`config.mk`:
```
export PLATFORM = sky130hd
export DESIGN_NAME = c_style_token_lexer_unit
export DESIGN_NICKNAME = d
export VERILOG_FILES = /design/src/hdl/cstl_pkg.sv /design/src/hdl/cstl_core.sv /design/src/hdl/c_style_token_lexer_unit.sv
export VERILOG_INCLUDE_DIRS = /design/src /design/src/hdl
export SDC_FILE = /design/constraint.sdc
export NUM_CORES = 1
export LEC_CHECK = 0
export BUFFER_PORTS_ARGS = -buffer_cell sky130_fd_sc_hd__buf_2
export CORE_MARGIN = 4
export CORE_UTILIZATION = 63
export DETAILED_ROUTE_END_ITERATION = 10
export PLACE_DENSITY = 0.81
export SKIP_CTS_REPAIR_TIMING = 1
export SYNTH_ARGS = -nofsm -noshare
export SYNTH_HDL_FRONTEND = slang
export SYNTH_HIERARCHICAL = 1
export SYNTH_SLANG_ARGS = --single-unit
```
`constraint.sdc`:
```
create_clock -name clk -period 19.7 [get_ports clk]
set_input_delay 3.94 -clock clk [delete_from_list [all_inputs] [get_ports clk]]
set_output_delay 3.94 -clock clk [all_outputs]
set_load 0.005 [all_outputs]
```
`src/hdl/c_style_token_lexer_unit_macros.svh`:
```
// assertion macros shared by the lexer rtl
`ifndef C_STYLE_TOKEN_LEXER_UNIT_MACROS_SVH
`define C_STYLE_TOKEN_LEXER_UNIT_MACROS_SVH

// condition that must hold at every clock edge out of reset
`define CSTL_ASSERT_ALWAYS(lbl, clk, rst_n, cond, msg) \
	lbl: assert property (@(posedge clk) disable iff (!rst_n) (cond)) else $error(msg);

// consequence that must hold in the cycle after the antecedent
`define CSTL_ASSERT_NEXT(lbl, clk, rst_n, ante, cons, msg) \
	lbl: assert property (@(posedge clk) disable iff (!rst_n) (ante) |=> (cons)) else $error(msg);

`endif

```
`src/hdl/cstl_pkg.sv`:
```
// shared types and constants of the c-style token lexer
package cstl_pkg;

	localparam int OFFSET_WIDTH_DEF = 20;
	localparam int LENGTH_WIDTH_DEF = 16;
	localparam int KIND_W           = 6;

	// token kinds
	localparam logic [KIND_W-1:0] KIND_LT      = 6'd12;
	localparam logic [KIND_W-1:0] KIND_GT      = 6'd13;
	localparam logic [KIND_W-1:0] KIND_SLASH   = 6'd15;
	localparam logic [KIND_W-1:0] KIND_BANG    = 6'd21;
	localparam logic [KIND_W-1:0] KIND_ASSIGN  = 6'd22;
	localparam logic [KIND_W-1:0] KIND_EQ      = 6'd23;
	localparam logic [KIND_W-1:0] KIND_NE      = 6'd24;
	localparam logic [KIND_W-1:0] KIND_STRING  = 6'd25;
	localparam logic [KIND_W-1:0] KIND_LE      = 6'd26;
	localparam logic [KIND_W-1:0] KIND_GE      = 6'd27;
	localparam logic [KIND_W-1:0] KIND_IDENT   = 6'd28;
	localparam logic [KIND_W-1:0] KIND_INT     = 6'd29;
	localparam logic [KIND_W-1:0] KIND_INVALID = 6'd31;
	localparam logic [KIND_W-1:0] KIND_EOF     = 6'd32;

	// output queue
	localparam int Q_DEPTH = 4;
	localparam int Q_AW    = 2;

	// which token slots the core filled for the current byte
	typedef struct packed {
		logic a;
		logic b;
	} tok_vld_t;

endpackage

```
`src/hdl/cstl_core.sv`:
```
// lexer state and per-byte token decode
module cstl_core #(
	parameter int OFFSET_WIDTH = cstl_pkg::OFFSET_WIDTH_DEF,
	parameter int LENGTH_WIDTH = cstl_pkg::LENGTH_WIDTH_DEF,
	localparam int TOK_W = cstl_pkg::KIND_W + 2 * OFFSET_WIDTH + LENGTH_WIDTH
) (
	input  logic             clk,
	input  logic             arst_n,
	input  logic             in_acc,
	input  logic [7:0]       text_byte,
	output cstl_pkg::tok_vld_t tok_vld,
	output logic [TOK_W-1:0] tok_a,
	output logic [TOK_W-1:0] tok_b
);
	import cstl_pkg::*;

	localparam logic [7:0] CH_NUL   = 8'h00;
	localparam logic [7:0] CH_TAB   = 8'h09;
	localparam logic [7:0] CH_LF    = 8'h0A;
	localparam logic [7:0] CH_CR    = 8'h0D;
	localparam logic [7:0] CH_SP    = 8'h20;
	localparam logic [7:0] CH_QUOTE = 8'h22;
	localparam logic [7:0] CH_SLASH = 8'h2F;
	localparam logic [7:0] CH_EQ    = 8'h3D;
	localparam logic [7:0] CH_UNDER = 8'h5F;

	localparam logic [2:0] OP_SLASH = 3'd4;

	typedef enum logic [2:0] {
		M_IDLE, M_IDENT, M_INT, M_STRING, M_COMMENT, M_PENDING
	} mode_t;

	// {hit, kind} for one-byte punctuation
	function automatic logic [KIND_W:0] single_lookup(input logic [7:0] ch);
		unique case (ch)
			8'h7B:   single_lookup = {1'b1, 6'd0};
			8'h7D:   single_lookup = {1'b1, 6'd1};
			8'h28:   single_lookup = {1'b1, 6'd2};
			8'h29:   single_lookup = {1'b1, 6'd3};
			8'h26:   single_lookup = {1'b1, 6'd4};
			8'h2A:   single_lookup = {1'b1, 6'd5};
			8'h5B:   single_lookup = {1'b1, 6'd6};
			8'h5D:   single_lookup = {1'b1, 6'd7};
			8'h27:   single_lookup = {1'b1, 6'd8};
			8'h3A:   single_lookup = {1'b1, 6'd10};
			8'h3B:   single_lookup = {1'b1, 6'd11};
			8'h2C:   single_lookup = {1'b1, 6'd14};
			8'h7C:   single_lookup = {1'b1, 6'd16};
			8'h2E:   single_lookup = {1'b1, 6'd17};
			8'h23:   single_lookup = {1'b1, 6'd18};
			8'h2D:   single_lookup = {1'b1, 6'd19};
			8'h2B:   single_lookup = {1'b1, 6'd20};
			default: single_lookup = {1'b0, KIND_INVALID};
		endcase
	endfunction

	// {hit, code} for operators that wait on the next byte
	function automatic logic [3:0] op_lookup(input logic [7:0] ch);
		unique case (ch)
			8'h3C:   op_lookup = {1'b1, 3'd0};
			8'h3E:   op_lookup = {1'b1, 3'd1};
			8'h21:   op_lookup = {1'b1, 3'd2};
			8'h3D:   op_lookup = {1'b1, 3'd3};
			CH_SLASH: op_lookup = {1'b1, OP_SLASH};
			default: op_lookup = 4'b0000;
		endcase
	endfunction

	function automatic logic [KIND_W-1:0] op_single(input logic [2:0] op);
		unique case (op)
			3'd0:    op_single = KIND_LT;
			3'd1:    op_single = KIND_GT;
			3'd2:    op_single = KIND_BANG;
			3'd3:    op_single = KIND_ASSIGN;
			default: op_single = KIND_SLASH;
		endcase
	endfunction

	function automatic logic [KIND_W-1:0] op_double(input logic [2:0] op);
		unique case (op)
			3'd0:    op_double = KIND_LE;
			3'd1:    op_double = KIND_GE;
			3'd2:    op_double = KIND_NE;
			3'd3:    op_double = KIND_EQ;
			default: op_double = 6'd0;
		endcase
	endfunction

	mode_t                    mode_q, n_mode;
	logic [2:0]               pend_q, n_pend;
	logic [OFFSET_WIDTH-1:0]  start_q, n_start;
	logic [LENGTH_WIDTH-1:0]  cnt_q, n_cnt;
	logic [OFFSET_WIDTH-1:0]  tline_q, n_tline;
	logic [OFFSET_WIDTH-1:0]  pos_q, n_pos;
	logic [OFFSET_WIDTH-1:0]  line_q, n_line;

	logic [OFFSET_WIDTH-1:0]  pos_inc, line_inc;
	logic [LENGTH_WIDTH-1:0]  cnt_inc;
	logic                     is_digit, is_alpha, is_id, is_ws, is_nl;
	logic [KIND_W:0]          single_hit;
	logic [3:0]               op_hit;
	logic [2:0]               op_cur;
	logic                     idle_emit;

	logic                     close_v, run_idle, eof;
	logic [KIND_W-1:0]        close_kind;
	logic [LENGTH_WIDTH-1:0]  close_len;
	logic [TOK_W-1:0]         close_tok, sec_tok;
	logic                     sec_v;

	assign pos_inc  = (&pos_q)  ? pos_q  : pos_q + 1'b1;
	assign line_inc = (&line_q) ? line_q : line_q + 1'b1;
	assign cnt_inc  = (&cnt_q)  ? cnt_q  : cnt_q + 1'b1;

	assign is_digit = (text_byte >= 8'h30) && (text_byte <= 8'h39);
	assign is_alpha = ((text_byte >= 8'h61) && (text_byte <= 8'h7A))
		|| ((text_byte >= 8'h41) && (text_byte <= 8'h5A));
	assign is_id    = is_digit || is_alpha || (text_byte == CH_UNDER);
	assign is_ws    = (text_byte == CH_SP) || (text_byte == CH_TAB) || (text_byte == CH_CR);
	assign is_nl    = (text_byte == CH_LF);

	assign single_hit = single_lookup(text_byte);
	assign op_hit     = op_lookup(text_byte);
	assign op_cur     = (pend_q <= OP_SLASH) ? pend_q : 3'd0;

	// a byte that is handled from idle and yields a one-byte token
	assign idle_emit = !(is_ws || is_nl || is_id || (text_byte == CH_QUOTE) || op_hit[3]);

	always_comb begin
		n_mode     = mode_q;
		n_pend     = pend_q;
		n_start    = start_q;
		n_cnt      = cnt_q;
		n_tline    = tline_q;
		n_pos      = pos_inc;
		n_line     = line_q;
		close_v    = 1'b0;
		close_kind = KIND_IDENT;
		close_len  = cnt_q;
		run_idle   = 1'b0;
		eof        = 1'b0;

		if (text_byte == CH_NUL) begin
			eof = 1'b1;
			unique case (mode_q)
				M_IDENT: begin
					close_v    = 1'b1;
					close_kind = KIND_IDENT;
				end
				M_INT: begin
					close_v    = 1'b1;
					close_kind = KIND_INT;
				end
				M_STRING: begin
					close_v    = 1'b1;
					close_kind = KIND_STRING;
				end
				M_PENDING: begin
					close_v    = 1'b1;
					close_kind = op_single(op_cur);
					close_len  = LENGTH_WIDTH'(1);
				end
				default: close_v = 1'b0;
			endcase
			n_mode  = M_IDLE;
			n_pend  = '0;
			n_start = '0;
			n_cnt   = '0;
			n_tline = '0;
			n_pos   = '0;
			n_line  = '0;
		end else begin
			unique case (mode_q)
				M_IDENT, M_INT: begin
					if ((mode_q == M_IDENT) ? is_id : is_digit) begin
						n_cnt = cnt_inc;
					end else begin
						close_v    = 1'b1;
						close_kind = (mode_q == M_IDENT) ? KIND_IDENT : KIND_INT;
						run_idle   = 1'b1;
					end
				end
				M_STRING: begin
					if (text_byte == CH_QUOTE) begin
						close_v    = 1'b1;
						close_kind = KIND_STRING;
						n_mode     = M_IDLE;
					end else begin
						if (is_nl) n_line = line_inc;
						n_cnt = cnt_inc;
					end
				end
				M_COMMENT: begin
					if (is_nl || (text_byte == CH_CR)) run_idle = 1'b1;
				end
				M_PENDING: begin
					if ((op_cur != OP_SLASH) && (text_byte == CH_EQ)) begin
						close_v    = 1'b1;
						close_kind = op_double(op_cur);
						close_len  = LENGTH_WIDTH'(2);
						n_mode     = M_IDLE;
					end else if ((op_cur == OP_SLASH) && (text_byte == CH_SLASH)) begin
						n_mode = M_COMMENT;
					end else begin
						close_v    = 1'b1;
						close_kind = op_single(op_cur);
						close_len  = LENGTH_WIDTH'(1);
						run_idle   = 1'b1;
					end
				end
				default: run_idle = 1'b1;
			endcase

			if (run_idle) begin
				n_mode = M_IDLE;
				if (is_nl) n_line = line_inc;
				if (is_id) begin
					n_mode  = is_digit ? M_INT : M_IDENT;
					n_start = pos_q;
					n_cnt   = LENGTH_WIDTH'(1);
					n_tline = line_q;
				end else if (text_byte == CH_QUOTE) begin
					n_mode  = M_STRING;
					n_start = pos_inc;
					n_cnt   = '0;
					n_tline = line_q;
				end else if (op_hit[3]) begin
					n_mode  = M_PENDING;
					n_pend  = op_hit[2:0];
					n_start = pos_q;
					n_tline = line_q;
				end
			end
		end
	end

	assign close_tok = {tline_q, close_len, start_q, close_kind};
	assign sec_tok   = eof ? {line_q, LENGTH_WIDTH'(0), pos_q, KIND_EOF}
		: {line_q, LENGTH_WIDTH'(1), pos_q, single_hit[KIND_W-1:0]};
	assign sec_v     = eof || (run_idle && idle_emit);

	assign tok_a     = close_v ? close_tok : sec_tok;
	assign tok_b     = sec_tok;
	assign tok_vld.a = close_v || sec_v;
	assign tok_vld.b = close_v && sec_v;

	always_ff @(posedge clk or negedge arst_n) begin
		if (!arst_n) begin
			mode_q  <= M_IDLE;
			pend_q  <= '0;
			start_q <= '0;
			cnt_q   <= '0;
			tline_q <= '0;
			pos_q   <= '0;
			line_q  <= '0;
		end else if (in_acc) begin
			mode_q  <= n_mode;
			pend_q  <= n_pend;
			start_q <= n_start;
			cnt_q   <= n_cnt;
			tline_q <= n_tline;
			pos_q   <= n_pos;
			line_q  <= n_line;
		end
	end

endmodule

```
`src/hdl/c_style_token_lexer_unit.sv`:
```
// c-style token lexer top level: byte stream in, token stream out
// a byte's words are queued at the edge that takes it; m_tdata shows the queue head
// one byte per cycle while ready; a byte closing a token and emitting another gives two words
// s_tready drops while fewer than two slots of the four-word output queue are free
// reset: arst_n asynchronously clears lexer mode, offsets, line count and queue pointers
// a zero byte closes any open token, emits end of text and returns the lexer to its reset state
`include "c_style_token_lexer_unit_macros.svh"

module c_style_token_lexer_unit #(
	parameter int OFFSET_WIDTH = cstl_pkg::OFFSET_WIDTH_DEF,
	parameter int LENGTH_WIDTH = cstl_pkg::LENGTH_WIDTH_DEF,
	localparam int TOK_W   = cstl_pkg::KIND_W + 2 * OFFSET_WIDTH + LENGTH_WIDTH,
	localparam int TDATA_W = ((TOK_W + 7) / 8) * 8
) (
	input  logic               clk,
	input  logic               arst_n,
	// input byte stream
	input  logic               s_tvalid,
	output logic               s_tready,
	input  logic [7:0]         s_tdata,   // text_byte
	// token stream
	output logic               m_tvalid,
	input  logic               m_tready,
	output logic [TDATA_W-1:0] m_tdata,   // token_kind, start_offset, token_length, line_number
	output logic               m_tlast    // last_of_run
);
	import cstl_pkg::*;

	logic               in_acc;
	tok_vld_t           vld;
	logic [TOK_W-1:0]   tok_a, tok_b;

	// queue entry: {last_of_run, token word}
	logic [TOK_W:0]     mem_q [Q_DEPTH];
	logic [Q_AW-1:0]    wr_q, rd_q;
	logic [Q_AW:0]      cnt_q;
	logic [Q_AW:0]      push_n;
	logic               pop;

	assign in_acc = s_tvalid && s_tready;

	// lexer state lives in the core; it decodes each byte into up to two token words
	cstl_core #(
		.OFFSET_WIDTH(OFFSET_WIDTH),
		.LENGTH_WIDTH(LENGTH_WIDTH)
	) u_core (
		.clk       (clk),
		.arst_n    (arst_n),
		.in_acc    (in_acc),
		.text_byte (s_tdata),
		.tok_vld   (vld),
		.tok_a     (tok_a),
		.tok_b     (tok_b)
	);

	// room for the worst case of two words must be there before a byte is taken
	assign s_tready = (cnt_q <= (Q_AW + 1)'(Q_DEPTH - 2));

	assign pop    = m_tvalid && m_tready;
	assign push_n = in_acc ? ((Q_AW + 1)'(vld.a) + (Q_AW + 1)'(vld.b)) : '0;

	// slot a always goes first; slot b is only filled when slot a is
	always_ff @(posedge clk) begin
		if (in_acc && vld.a) mem_q[wr_q] <= {!vld.b, tok_a};
		if (in_acc && vld.b) mem_q[wr_q + 1'b1] <= {1'b1, tok_b};
	end

	always_ff @(posedge clk or negedge arst_n) begin
		if (!arst_n) begin
			wr_q  <= '0;
			rd_q  <= '0;
			cnt_q <= '0;
		end else begin
			wr_q  <= wr_q + push_n[Q_AW-1:0];
			if (pop) rd_q <= rd_q + 1'b1;
			cnt_q <= cnt_q + push_n - (Q_AW + 1)'(pop);
		end
	end

	// queue head drives the output word directly
	assign m_tvalid = (cnt_q != '0);
	assign m_tdata  = TDATA_W'(mem_q[rd_q][TOK_W-1:0]);
	assign m_tlast  = mem_q[rd_q][TOK_W];

	`CSTL_ASSERT_ALWAYS(a_cnt_bound, clk, arst_n, cnt_q <= (Q_AW + 1)'(Q_DEPTH), "queue count overflow")
	`CSTL_ASSERT_ALWAYS(a_ptr_cnt, clk, arst_n, (wr_q - rd_q) == cnt_q[Q_AW-1:0], "queue pointers out of step")
	`CSTL_ASSERT_NEXT(a_eof_word, clk, arst_n, in_acc && (s_tdata == 8'h00), cnt_q != '0, "end of text gave no word")
	`CSTL_ASSERT_NEXT(a_two_words, clk, arst_n, in_acc && vld.b, cnt_q >= (Q_AW + 1)'(2), "second token word lost")

endmodule

```
==> results of run 1 <==
## how the worst max path moves through the flow
stage                   end  slack (ns)        from
2_1_floorplan   mem_q[2][0]        9.43  s_tdata[6]
3_3_place_gp   mem_q[2][12]       10.74  s_tdata[5]
3_5_place_dp    mem_q[2][6]       10.58  s_tdata[5]
4_1_cts        mem_q[2][11]       11.10  s_tdata[5]
5_1_grt        mem_q[2][11]       10.78  s_tdata[5]
6_report        mem_q[2][5]       10.91  s_tdata[5]
## power breakdown
part	internal [mW]	switching, mW
clock network	0.411	0.284
logic	0.332	0.472
registers	0.918	0.105
## layout by cell type, fill, tap and decap left out, types with 15 or more instances in the layout
cell	Yosys	layout
a21oi_1	45	44
a22oi_1	67	67
a31oi_1	22	22
and2_1	22	21
and3_1	16	16
buf_2	52	75
buf_4	20	28
clkbuf_16	0	39
conb_1	2	17
dfrtp_1	109	106
edfxtp_1	248	248
inv_1	34	34
mux2_2	25	25
mux2i_1	53	51
mux4_2	63	63
nand2_1	187	187
nand2b_1	69	69
nand3_1	39	38
nand4_1	23	23
nor2_1	180	177
nor3_1	25	25
o21ai_0	56	56
o22ai_1	129	129
o31ai_1	15	15
xnor2_1	23	23
## cell type report
type / count / share of cell area (%)
clock inverter: 14 / 0.687
tap: 396 / 2.32
inverter: 35 / 0.616
sequential: 361 / 48.2
timing repair buffer: 103 / 2.75
clock buffer: 54 / 4.94
multi-input combinational: 1252 / 40.5
## flip-flops by register name, summed over array words and instances, names as in the netlist
signal / cells
u_core/cnt_q: 16
u_core/tline_q: 20
u_core/start_q: 20
cnt_q: 3
rd_q: 2
u_core/line_q: 20
u_core/pend_q: 3
u_core/pos_q: 20
u_core/mode_q: 3
mem_q: 252
wr_q: 2
## routing by layer
| layer | global-route usage [%] | part of all wire [%] | vias up |
|---|---|---|---|
| li1 | - | - | 6759 |
| met1 | 44.6 | 38 | 7379 |
| met2 | 47.2 | 45 | 1214 |
| met3 | 6.79 | 14 | 129 |
| met4 | 8.93 | 2.6 | 0 |
| met5 | 0 | 0 | - |
## kinds of logic (layout without fill, tap and decap cells)
family | after synthesis | after routing
muxes | 141 | 141
other | 2 | 17
adders and majority gates | 9 | 9
buffers and inverters | 206 | 206
and+or+nand+nor | 640 | 640
DFF | 361 | 361
xor gates and xnor gates | 34 | 34
AOI/OAI and AO/OA | 411 | 411
## stage by stage
stage	instances	power [mW]
after global placement	2147	1.80
after global routing	2215	2.63
after CTS	2215	2.51
final	2215	2.52
after detailed placement	2147	1.82
after floorplan	1819	1.56
## worst register-to-register path, cell delays in order, from the launching register on
cell and delay, ns:
dfrtp_1 0.64, and3b_1 0.36, o41a_1 0.37, and2_4 0.22, or3_1 0.32, a31oi_1 0.29
nor2b_1 0.69, nand3_2 0.20, mux2i_4 0.93, buf_4 0.64
==> metrics.txt, run 1 <==
run status=completed; final worst path period share=44.6%; initial core utilization=64.2%; critical path's slowest cell=mux2i_4; most numerous cell in the Yosys netlist=edfxtp_1; worst-path maximum fanout=70; Detailed Routing Iterations Pass 1=8; post-DP HPWL=33.2 mm; number of DRC markers in iteration 0=2388; Core Util, Final=69.3%; Syn Std Cell Area=19700 sq um; H-tree levels=2; first-pass GRT wire length=82.9 mm; slowest stage delay, CP=0.95 ns; Worst R2R Setup Slack=14.64 ns; Crit. path cell count=10; worst slew pin tran=1.35 ns; Synth Area in Simple Gates=15.9%; fin crit period=8.79 ns; worst-case clock buffer depth=3; count of cell types in the netlist=89; post-synthesis sequential area ratio=52.0%; Post-synth top flop=edfxtp_1; xor/xnor share of the synthesized area=1.51%; cells along the critical path=buf_2, nor4_1, nand2_1, inv_1, o41a_2, buf_4, nand2b_1, nand3_2, mux2i_4, buf_4; number of fill cells=2174; area grow syn2layout=8.03%; top cells by area, synth=edfxtp_1 38%, dfrtp_1 14%, mux4_2 7.2%, o22ai_1 4.1%, nand2_1 3.6%; post-route cell area=21300 sq um; DP Area=20100 sq um; final setup vio count=0; vias in the first global route=14911; Hold Path Depth=2; RSZ-0062 raised after global routing=false; worst setup path category=input pin to flop; core area=30700 sq um; nature of the critical path endpoint=flop; Nets=1811; Final Hold Fails=0; Async S/R FF share, synth=30.2%; Place WS=10.58 ns; CP required=19.85 ns; Seq cells post-synth=361; Reg area=10300 sq um; share of the synthesized area in the top cell type=37.7%; largest family of logic cells by synthesized area=simple AND/OR/NAND/NOR gates; Die Area=34200 sq um; Static Leak=7.18 nW; FP Rows=64; Slew Viols, Final=0; Final ANT Viol Nets=0; Clock Latency Late Sink=0.53 ns; share of cells above drive strength 1=15.6%; vias=15481; CP startpoint kind=input pin; IO Count=79; Worst Hold End=u_core/start_q[2]; Hold Crit Start=u_core/start_q[2]; Post-Route WL=52.8 mm; Hold Crit Class=flop to flop; Final TNS setup=0 ns; clock root cell=clkbuf_16; Routed WL per cell=23.8 um; most used cell along the critical path=buf_4; Syn Inst Count=1804; multi-input logic area=8640 sq um; Ys Warns=6; CTS tree=done; vias per inst=6.99; antenna violations before repair=0; worst r2r path cells=9; setup ws final=10.91 ns; maximum clock rate=114 MHz; largest net degree at the start of global routing=71; CTS buffer count=37; Avg Synthesized Cell Area=10.9 sq um; Synth Area in Compound Gates=13.9%; CP Data Arrival Time=8.94 ns; n_diodes=0; hold slack=0.524 ns; VDD IR-drop max=0.104 mV; r2r endpoint=mem_q[2][5]; die height=185 um; critical path's top delay family=simple AND/OR/NAND/NOR gates; Reg clk slew, reported paths=0.06 ns; slew margin rel.=9.41%; worst r2r src=u_core/mode_q[2]; GP Congestion=0.900; clock sink count=361; post-synth top area cell=edfxtp_1; adder-cell share of the synthesized area=0.609%; fraction of synthesized area in multiplexers=11.3%; GRT Overall Usage=30.7%; Die W=185 um; IO buf count=76; Worst Path Buf+Inv=4; Worst Skew=0.0159 ns; P per Cell Area=118 nW/um^2; remaining global-route overflow=0; number of flops mapped to enable cells by yosys=248; Max-cap violations=0; DRC=0; commonest cells in the netlist=248 x edfxtp_1, 187 x nand2_1, 180 x nor2_1
(Power assumes the default switching activity.)
==> run 2, diff against run 1 <==
--- a/config.mk
+++ b/config.mk
@@ -6,11 +6,12 @@
 export SDC_FILE = /design/constraint.sdc
 export NUM_CORES = 1
 export LEC_CHECK = 0
+export ABC_AREA = 1
 export BUFFER_PORTS_ARGS = -buffer_cell sky130_fd_sc_hd__buf_2
 export CORE_MARGIN = 4
-export CORE_UTILIZATION = 63
+export CORE_UTILIZATION = 57
 export DETAILED_ROUTE_END_ITERATION = 10
-export PLACE_DENSITY = 0.81
+export PLACE_DENSITY = 0.77
 export SKIP_CTS_REPAIR_TIMING = 1
 export SYNTH_ARGS = -nofsm -noshare
 export SYNTH_HDL_FRONTEND = slang
==> constraint.sdc (replaced) <==
create_clock -name clk -period 7.6 [get_ports clk]
set_input_delay 1.52 -clock clk [delete_from_list [all_inputs] [get_ports clk]]
set_output_delay 1.52 -clock clk [all_outputs]
set_load 0.005 [all_outputs]
==> run 2 against run 1 <==
- via count up 22%
- setup slack worse by 9.0 ns
- clock skew up 0.0038 ns
- die area up 16%
- non-clock buffer count down 5
- register-to-register slack worse by 11 ns
- worst hold slack worse by 0.054 ns
- power rose to 3.2 times the previous value
- first-iteration DRC count down 6.3%
- sequential power rose to 2.9 times the previous value
- critical path depth up 10
==> metrics.txt, run 2 <==
run status=completed; GRT Overall Usage=30.0% (-0.73 points); top cells by area, synth=edfxtp_1 36%, dfrtp_1 13%, o21ai_0 11%, nand2_1 9.8%, nand3_1 7.1%; clock sink count=361 (unchanged); DRC=0 (unchanged); Max-cap violations=0 (unchanged); P per Cell Area=365 nW/um^2 (+210%); vias=18831 (+22%); slew margin rel.=17.2% (+7.8 points); CP required=7.77 ns (-12.08 ns); switching share of power=44.7% (+11 points); Worst Skew=0.0197 ns (+0.00377 ns); remaining global-route overflow=0 (unchanged); met1 Track Usage GR=45.1% (+0.56 points); cell internal pwr=4.51 mW (+170%); Nets=2582 (+43%); die height=199 um (+7.6%); cells along the critical path=buf_2, nor2_1, nand3_2, inv_2, nand3_1, buf_4, inv_2, nand2_2, nand2_2, inv_2, nand3_2, nand2_2, buf_4, nor2_1, inv_1, nor2_4, nand2_2, buf_4, o21ai_4, buf_4; Syn Inst Count=2593 (+44%); RSZ-0062 raised after global routing=false; most frequent cells in the layout=543 x nand2_1, 436 x o21ai_0, 296 x nand3_1, 248 x edfxtp_1, 238 x nor2_1; final non-filler cell total=3053 (+38%); Syn Std Cell Area=20800 sq um (+5.5%); count of cell types in the netlist=49 (-45%); critical path's slowest cell=buf_4; met2 Usage GRT=45.1% (-2.2 points); CP Data Arrival Time=5.83 ns (-3.11 ns); FP Rows=69 (+7.8%); Post-Route WL=60.7 mm (+15%); Psw=3.64 mW (+320%); nature of the critical path endpoint=flop; Detailed Routing Iterations Pass 1=6 (-2); Seq cells post-synth=361 (unchanged); fin crit period=5.66 ns; final worst path period share=74.5%; Hold Crit Class=flop to flop; Final ANT Viol Nets=0 (unchanged); Power, Total=8.15 mW (+220%); vias in the first global route=17267 (+16%); core area=35800 sq um (+17%); Die W=199 um (+7.6%); CTS tree=done; commonest non-fill, non-tap cell in the layout=nand2_1; commonest cells in the netlist=543 x nand2_1, 440 x o21ai_0, 296 x nand3_1; maximum clock rate=177 MHz; number of instances in the placed design=2981 (+39%); worst-path maximum fanout=64 (-8.6%); CTS buffer count=39 (+5.4%); share of cells above drive strength 1=8.53% (-7.0 points); CP startpoint kind=input pin; n_diodes=0 (unchanged); share of the synthesized area in the top cell type=35.8% (-2.0 points); share of power burned in registers=36.8% (-3.8 points); largest net degree at the start of global routing=112 (+58%); most numerous cell in the Yosys netlist=nand2_1; final setup vio count=0 (unchanged); Async S/R FF share, synth=30.2% (unchanged); Clock Latency Late Sink=0.55 ns (+0.02 ns); clock root cell=clkbuf_16; worst slew pin tran=1.23 ns (-0.118 ns); IO buf count=76 (unchanged); Die Area=39600 sq um (+16%); Static Leak=8.68 nW (+21%); IO Count=79 (unchanged); post-DP HPWL=38.7 mm (+16%); post-synthesis sequential area ratio=49.3% (-2.7 points); first-pass GRT wire length=94.8 mm (+14%); VDD IR-drop max=0.208 mV (+100%); GP Congestion=0.911 (+1.2%); clock power share=23.1% (-4.5 points); Most Used Layer, Global Route=met1; number of flops mapped to enable cells by yosys=248 (unchanged); Avg Synthesized Cell Area=8.03 sq um (-27%); Biggest register=mem_q; number of DRC markers in iteration 0=2238 (-6.3%); slowest stage delay, CP=0.63 ns (-0.32 ns); Post-synth top flop=edfxtp_1; number of fill cells=3071 (+41%); met3 usage=5.95% (-0.84 points); vias per inst=6.17 (-12%); Slew Viols, Final=0 (unchanged); worst setup path category=input pin to flop; Routed WL per cell=19.9 um (-17%); antenna violations before repair=0 (unchanged); initial core utilization=58.1% (-6.1 points); area grow syn2layout=7.37%; max reg flops=252 (unchanged); worst-case clock buffer depth=3 (unchanged); Worst Path Buf+Inv=9 (+5); H-tree levels=2 (unchanged); Final Hold Fails=0 (unchanged); post-synth top area cell=edfxtp_1; Logic pwr share=40.2% (+8.4 points); Ys Warns=6 (unchanged); critical path's top delay family=buffers and inverters; Reg clk slew, reported paths=0.06 ns (about the same)
==> run 2: cell count changes in the layout (fill, tap and decap cells not counted), sizes merged, moves of 25 or more <==
cell,previous run,this run
nand2b,69,0
mux2i,53,1
inv,36,195
o22ai,129,76
mux2,25,0
nand3,42,300
nor2,181,250
nor3,25,50
nand2,189,561
o21ai,57,468
a22oi,67,0
mux4,63,0
==> run 2: logic make-up after synthesis <==
| family | Yosys count | share of synthesized area, % |
|---|---|---|
| other cells | 2 | 0.0361 |
| fa+ha+maj | 9 | 0.577 |
| mux | 1 | 0.0481 |
| xor+xnor | 37 | 1.56 |
| buf+inv | 380 | 8.22 |
| flops | 361 | 49.3 |
| simple gates | 1189 | 24.6 |
| compound gates | 614 | 15.7 |
==> run 2: path summary, 6_finish.rpt <==
| check | from | cells past startpoint | end | slack, ns |
|---|---|---|---|---|
| worst max-delay path | s_tdata[7] | 20 | mem_q[1][7] | 1.94 |
| min in group asynchronous | arst_n | 1 | u_core/pos_q[10] | 0.97 |
| max in group asynchronous | arst_n | 2 | u_core/mode_q[0] | 5.30 |
| worst min-delay path | u_core/start_q[6] | 2 | u_core/start_q[6] | 0.47 |
| worst max register to register | u_core/mode_q[1] | 19 | mem_q[1][7] | 3.17 |
| worst min register to register | u_core/start_q[6] | 2 | u_core/start_q[6] | 0.47 |
==> run 2: final cells by class <==
type | instances | area, sq um | area share [%]
Multi-Input combinational cell | 1867 | 8980 | 40.2
Sequential cell | 361 | 10300 | 45.9
Timing Repair Buffer | 98 | 548 | 2.45
Inverter | 194 | 729 | 3.26
Clock inverter | 24 | 205 | 0.918
Tap cell | 461 | 577 | 2.58
Clock buffer | 48 | 1050 | 4.70
==> run 2: worst reg2reg max path, stage by stage (launching register included) <==
cell     delay [ns]
dfrtp_1        0.38
inv_1          0.11
nor2_1         0.05
inv_1          0.12
nor2_1         0.05
inv_1          0.08
nand2_1        0.25
nand3_1        0.26
nand2_2        0.09
inv_2          0.09
nand3_2        0.08
nand2_2        0.07
buf_4          0.51
nor2_1         0.15
inv_1          0.20
nor2_4         0.09
nand2_2        0.06
buf_4          0.58
o21ai_4        0.43
buf_4          0.45
==> run 2: per-stage QoR <==
step	utilization, %	TNS, ns	hold WS (ns)	setup slack (ns)	area, sq um
2_1_floorplan	-	-123.63	0.442	-0.505	20900
3_3_place_gp	58.9	0	0.454	1.50	21100
3_5_place_dp	58.9	0	0.459	1.43	21100
4_1_cts	62.4	0	0.473	1.99	22400
5_1_grt	62.4	0	0.496	1.55	22400
6_report	62.4	0	0.470	1.94	22400
==> run 2: power groups by stage <==
stage / sequential (mW) / clock (mW) / combinational (mW)
after floorplan: 2.80 / 0 / 2.28
final: 3.00 / 1.88 / 3.28
after CTS: 2.97 / 1.90 / 3.21
after detailed placement: 3.01 / 0 / 3.19
after global placement: 2.99 / 0 / 3.12
after global routing: 3.04 / 1.98 / 3.60
==> run 2: routing by layer <==
| metal | vias to the layer above | part of all wire (%) |
|---|---|---|
| met4 | 0 | 1.8 |
| met3 | 89 | 12 |
| li1 | 8798 | - |
| met5 | - | 0 |
| met2 | 1091 | 44 |
| met1 | 8853 | 42 |
